`src/tdip_pkg.sv`:
```
`timescale 1ns / 1ps
// ----------------------------------------------------------------------------
// tdip_pkg
// Shared widths, constants and types for the torque to dipole pipeline.
// ----------------------------------------------------------------------------
package tdip_pkg;
    localparam int FIELD_W  = 18;
    localparam int TORQUE_W = 25;
    localparam int DIPOLE_W = 24;
    localparam int THR_W    = 36;
    localparam int DEN_W    = 36;
    localparam int NUM_W    = 52;
    localparam int MAG_W    = 43;
    localparam int CROSS_W  = 44;
    localparam int SQ_W     = 36;
    localparam int PROD_W   = FIELD_W + TORQUE_W;
    localparam int SIN_W    = 136;
    localparam int MOUT_W   = 72;
    localparam int MUSER_W  = 2;
    localparam int LANE_LAT = DIPOLE_W + 2;
    localparam int PIPE_LEN = 4 + LANE_LAT;
    localparam logic [THR_W-1:0]   THR_RESET = THR_W'(1);
    localparam logic [9:0]         UNIT_SCALE = 10'd1000;
    localparam logic [DIPOLE_W-1:0] DIP_POS_MAX = {1'b0, {(DIPOLE_W-1){1'b1}}};
    localparam logic [DIPOLE_W-1:0] DIP_NEG_MIN = {1'b1, {(DIPOLE_W-1){1'b0}}};

    typedef struct packed {
        logic neg;
        logic too_weak;
    } t_lane_ctl;
endpackage

```
`src/tdip_div.sv`:
```
`timescale 1ns / 1ps
// ----------------------------------------------------------------------------
// tdip_div
// One dipole lane: pipelined restoring divide, one quotient bit per stage,
// with saturation to the signed dipole range and a zero result on weak field.
// ----------------------------------------------------------------------------
module tdip_div
    import tdip_pkg::*;
(
    input  logic                       i_clk,
    input  logic                       i_ce,
    input  logic [NUM_W-1:0]           i_num,
    input  logic [DEN_W-1:0]           i_den,
    input  t_lane_ctl                  i_ctl,
    output logic signed [DIPOLE_W-1:0] o_dipole,
    output logic                       o_sat
);
    localparam int QW = DIPOLE_W;
    localparam int CW = DEN_W + QW;

    logic [NUM_W-1:0] r_rem [0:QW];
    logic [QW-1:0]    r_q   [0:QW];
    logic [DEN_W-1:0] r_den [0:QW];
    t_lane_ctl        r_ctl [0:QW];
    logic             r_ovf [0:QW];

    always_ff @(posedge i_clk) begin
        if (i_ce) begin
            r_rem[0] <= i_num;
            r_q[0]   <= '0;
            r_den[0] <= i_den;
            r_ctl[0] <= i_ctl;
            r_ovf[0] <= {{(CW-NUM_W){1'b0}}, i_num} >= {i_den, {QW{1'b0}}};
        end
    end

    for (genvar k = 1; k <= QW; k++) begin : g_stage
        localparam int B = QW - k;
        logic [CW-1:0]    n_sh;
        logic             n_take;
        logic [QW-1:0]    n_q;
        logic [NUM_W-1:0] n_rem;
        always_comb begin
            n_sh   = {{QW{1'b0}}, r_den[k-1]} << B;
            n_take = {{(CW-NUM_W){1'b0}}, r_rem[k-1]} >= n_sh;
            n_q    = r_q[k-1];
            n_rem  = r_rem[k-1];
            if (n_take) begin
                n_q[B] = 1'b1;
                n_rem  = r_rem[k-1] - n_sh[NUM_W-1:0];
            end
        end
        always_ff @(posedge i_clk) begin
            if (i_ce) begin
                r_rem[k] <= n_rem;
                r_q[k]   <= n_q;
                r_den[k] <= r_den[k-1];
                r_ctl[k] <= r_ctl[k-1];
                r_ovf[k] <= r_ovf[k-1];
            end
        end
    end

    logic                n_sat;
    logic [DIPOLE_W-1:0] n_dip;

    always_comb begin
        n_sat = 1'b0;
        n_dip = '0;
        if (!r_ctl[QW].too_weak) begin
            if (r_ctl[QW].neg) begin
                n_sat = r_ovf[QW] || (r_q[QW][QW-1] && (|r_q[QW][QW-2:0]));
                n_dip = n_sat ? DIP_NEG_MIN : (~r_q[QW] + 1'b1);
            end else begin
                n_sat = r_ovf[QW] || r_q[QW][QW-1];
                n_dip = n_sat ? DIP_POS_MAX : r_q[QW];
            end
        end
    end

    always_ff @(posedge i_clk) begin
        if (i_ce) begin
            o_dipole <= n_dip;
            o_sat    <= n_sat;
        end
    end
endmodule

```
`config.mk`:
```
export PLATFORM = sky130hd
export DESIGN_NAME = tdip_div
export DESIGN_NICKNAME = d
export VERILOG_FILES = /design/src/tdip_pkg.sv /design/src/tdip_div.sv
export SDC_FILE = /design/constraint.sdc
export NUM_CORES = 2
export LEC_CHECK = 0
export BUFFER_PORTS_ARGS = -buffer_cell sky130_fd_sc_hd__buf_2
export CORE_MARGIN = 2
export CORE_UTILIZATION = 58
export DETAILED_ROUTE_END_ITERATION = 16
export MAX_ROUTING_LAYER = met4
export PLACE_DENSITY = 0.74
export SLEW_MARGIN = 0
export SYNTH_ARGS = -nofsm -noshare
export SYNTH_HDL_FRONTEND = slang
export SYNTH_SLANG_ARGS = --single-unit
export TNS_END_PERCENT = 1
```
`constraint.sdc`:
```
create_clock -name i_clk -period 4.4 [get_ports i_clk]
set_input_delay 0.88 -clock i_clk [delete_from_list [all_inputs] [get_ports i_clk]]
set_output_delay 0.88 -clock i_clk [all_outputs]
set_load 0.01 [all_outputs]
```
==> results.sh <==
export IMPL_hold_violations=0
export IMPL_dr_pass1_iters=6
export IMPL_max_freq_mhz=234.4
export IMPL_irDropWorstVdd_v=0.0004353
export IMPL_rows=175
export IMPL_worst_pin_slew_ns=1.056
export IMPL_grt_max_degree=131
export IMPL_power_density_nw_per_um2=602.0
export IMPL_area_growth_pct=11.42
export IMPL_ys_seq_elements=2512
export IMPL_syn_num_nets=12517
export IMPL_combPwrFrac=0.352
export IMPL_synth_edf_count=2512
export IMPL_instances_no_fill=15174
export IMPL_ios=117
export IMPL_cts_tree="done"
export IMPL_r2r_slack_ns=0.13
export IMPL_worstSetupPathType="reg2reg"
export IMPL_die_x_um=483.3
export IMPL_cts_root_buf="clkbuf_16"
export IMPL_drv_slew=0
export IMPL_async_reset_ff_frac=0
export IMPL_track_usage=0.2864
export IMPL_drc=0
export IMPL_wl_per_cell_um=21.77
export IMPL_crit_path_end_kind="register"
export IMPL_clock_sinks=2512
export IMPL_yosys_area_top_type="edfxtp_1"
export IMPL_ys_types=105
export IMPL_grt_ovfl_total=0
export IMPL_totalPowerFinal_mw=89.37
export IMPL_design_die_area_um2=233600
export IMPL_post_drt_via_cell_ratio=6.005
export IMPL_fin_skew_ns=0.06277
export IMPL_power_switching_mw=30.41
export IMPL_p_clk_frac=0.253
export IMPL_ys_seq_area_frac=0.5661
export IMPL_synth_top_area_frac=0.5661
export IMPL_drive_gt1_frac=0.09129
export IMPL_routed_wl_mm=330.3
export IMPL_synth_ff_type="edfxtp_1"
export IMPL_dpl_cell_area_um2=139500
export IMPL_setup_viol=0
export IMPL_yosys_warnings=0
export IMPL_placed_cells=14679
export IMPL_status="finished clean"
export IMPL_fin_ws_ns=0.1335
export IMPL_cts_made_buffers=287
export IMPL_place_gp_congestion=0.9915
export IMPL_seqPwrFrac=0.395
export IMPL_fin_area_um2=148500
export IMPL_hold_path_class="in2reg"
export IMPL_ant_nets=0
export IMPL_synthTopCellsByArea="edfxtp_1 (57%), ha_1 (8.1%), a21oi_1 (3.4%), inv_1 (3.1%), o21ai_0 (3.0%)"
export IMPL_swShare=0.3403
export IMPL_cp_start_kind="register"
export IMPL_final_min_clock_period_ns=4.266
export IMPL_grt_use_met3=0.03257
export IMPL_use_met2=0.4917
export IMPL_drt_iter0_drc=7850
export IMPL_power_leakage_nw=59.83
export IMPL_clock_latency_ns=0.94
export IMPL_cts_buffer_depth=4
export IMPL_syn_area_per_cell_um2=11.55
export IMPL_h_tree_depth=5
export IMPL_netlist_area_um2=133200
export IMPL_holdBufCountCts=0
export IMPL_post_route_util=0.6514
export IMPL_start_util=0.5846
export IMPL_arrival_ns=4.94
export IMPL_grt_pass1_wl_mm=510.5
export IMPL_hpwlAfterDp_mm=253.8
export IMPL_grt_busiest_layer="met2"
export IMPL_num_vias=91116
export IMPL_drv_cap=0
export IMPL_slew_headroom=0.2899
export IMPL_dp_slack_ns=-0.01043
export IMPL_path_clk_slew_ns=0.06
export IMPL_met1_usage=0.3405
export IMPL_core_um2=227900
export IMPL_numPortBuffers=116
export IMPL_antenna_found_initial=17
export IMPL_synthCells=11537
export IMPL_rsz0062_at_grt="true"
export IMPL_crit_fanout=8
export IMPL_fin_nets=12939
export IMPL_worst_endpoint_required_ns=5.07
export IMPL_grt_pass1_vias=90132
export IMPL_dieHeight_um=483.3
export IMPL_min_period_over_period=0.9697
export IMPL_intPower_mw=58.96
sequential cells by signal, summed over array words and instances (netlist names):
signal	count
r_rem	1248
r_den	864
r_q	300
r_ctl	50
r_ovf	25
o_dipole	24
o_sat	1
what timing repair did:
item	4_1_cts	5_1_grt
setup buffers	0	0
pin swaps	0	2
hold endpoints to repair	0	0
resized for setup	1	18
endpoints found under the setup margin	2	81
cloned	0	0
cell type report:
type                            count  area [um2]
Antenna cell                        6       15.01
Clock buffer                      336        7472
Clock inverter                    153        1385
Fill cell                       16976       79470
Inverter                         1099        4125
Multi-Input combinational cell   7632       52710
Sequential cell                  2512       75430
Tap cell                         3009        3765
Timing Repair Buffer              427        3560
logic make-up after synthesis:
| group | count (synthesis) | share of synthesized area |
|---|---|---|
| xor+xnor | 808 | 0.05311 |
| fa+ha+maj | 888 | 0.08468 |
| mux | 181 | 0.01519 |
| flops | 2512 | 0.5661 |
| compound gates | 3064 | 0.1432 |
| simple gates | 2691 | 0.09798 |
| buf+inv | 1393 | 0.03973 |
cell usage in the layout (no fill, tap or decap), types with 93 or more instances in the layout:
master / instances
nand2b_1: 118
clkbuf_16: 292
ha_1: 865
o21a_1: 93
nor2b_1: 109
buf_4: 260
nand2_1: 917
nor4_1: 121
edfxtp_1: 2512
nand3_1: 181
o21ai_0: 802
xnor2_1: 456
a21o_1: 509
o21bai_1: 110
nor2_1: 587
nand4_1: 149
nor3_1: 139
buf_2: 115
mux2_2: 170
xor2_1: 352
inv_1: 1098
a21oi_1: 911
Yosys cell counts, types with 26 or more instances:
library cell / number
mux2_2: 170
and2_1: 40
or3_1: 51
inv_1: 1098
clkbuf_1: 239
or4_1: 31
nor2_1: 587
edfxtp_1: 2512
nand4_1: 149
a21oi_1: 917
a21o_1: 509
and3_1: 86
and4_1: 28
o211ai_1: 46
nor3_1: 140
nor2b_1: 109
nand2b_1: 118
nor4_1: 123
buf_2: 39
o21a_1: 93
nor4b_1: 26
a31oi_1: 87
o31ai_1: 70
xnor2_1: 456
a31o_2: 28
nand3_1: 181
o21bai_1: 110
ha_1: 865
o21ai_0: 806
a211oi_1: 83
nand2_1: 917
xor2_1: 352
per-layer routing:
layer  wire (um)  vias up
met5           0        -
met4       16640        0
met3       15010      870
met2      165700     2950
met1      132900    43854
li1            -    43442
per-stage QoR:
step                      hold slack [ns]  setup TNS [ns]
after detailed placement           0.4045        -0.01130
after global routing              0.07623      -0.0008336
final                              0.1216               0
after floorplan                    0.4003               0
after global placement             0.4005               0
after CTS                         0.07448               0
path summary, 6_finish.rpt:
check,from,to,depth (start not counted)
worst max-delay path,r_den[1][201],r_rem[1][361],14
worst min-delay path,i_ctl[1],r_ctl[0][1],1
worst max register to register,r_den[1][201],r_rem[1][361],14
worst min register to register,r_q[0][256],r_q[0][280],0
critical path, stage by stage, from the launching register on:
cell and delay (ns):
edfxtp_1 0.39, inv_1 0.06, ha_1 0.38, nand4_1 0.42, or4_1 0.58, nor4_2 0.48
buf_4 0.21, nand2_1 0.06, buf_4 0.17, a21oi_1 0.28, nor3_4 0.09, buf_4 0.18
a211o_1 0.32, a211o_1 0.25, xnor2_1 0.14
power by group through the flow:
stage	clock network, mW	logic, mW	registers, mW
floorplan	0	22.7	34.2
global placement	0	29.9	35.6
detailed placement	0	30.7	35.6
CTS	23.1	30.9	35.2
global route	24.0	34.7	35.6
finish	22.7	31.5	35.3
Note: power is estimated with default switching activity, not from simulation.
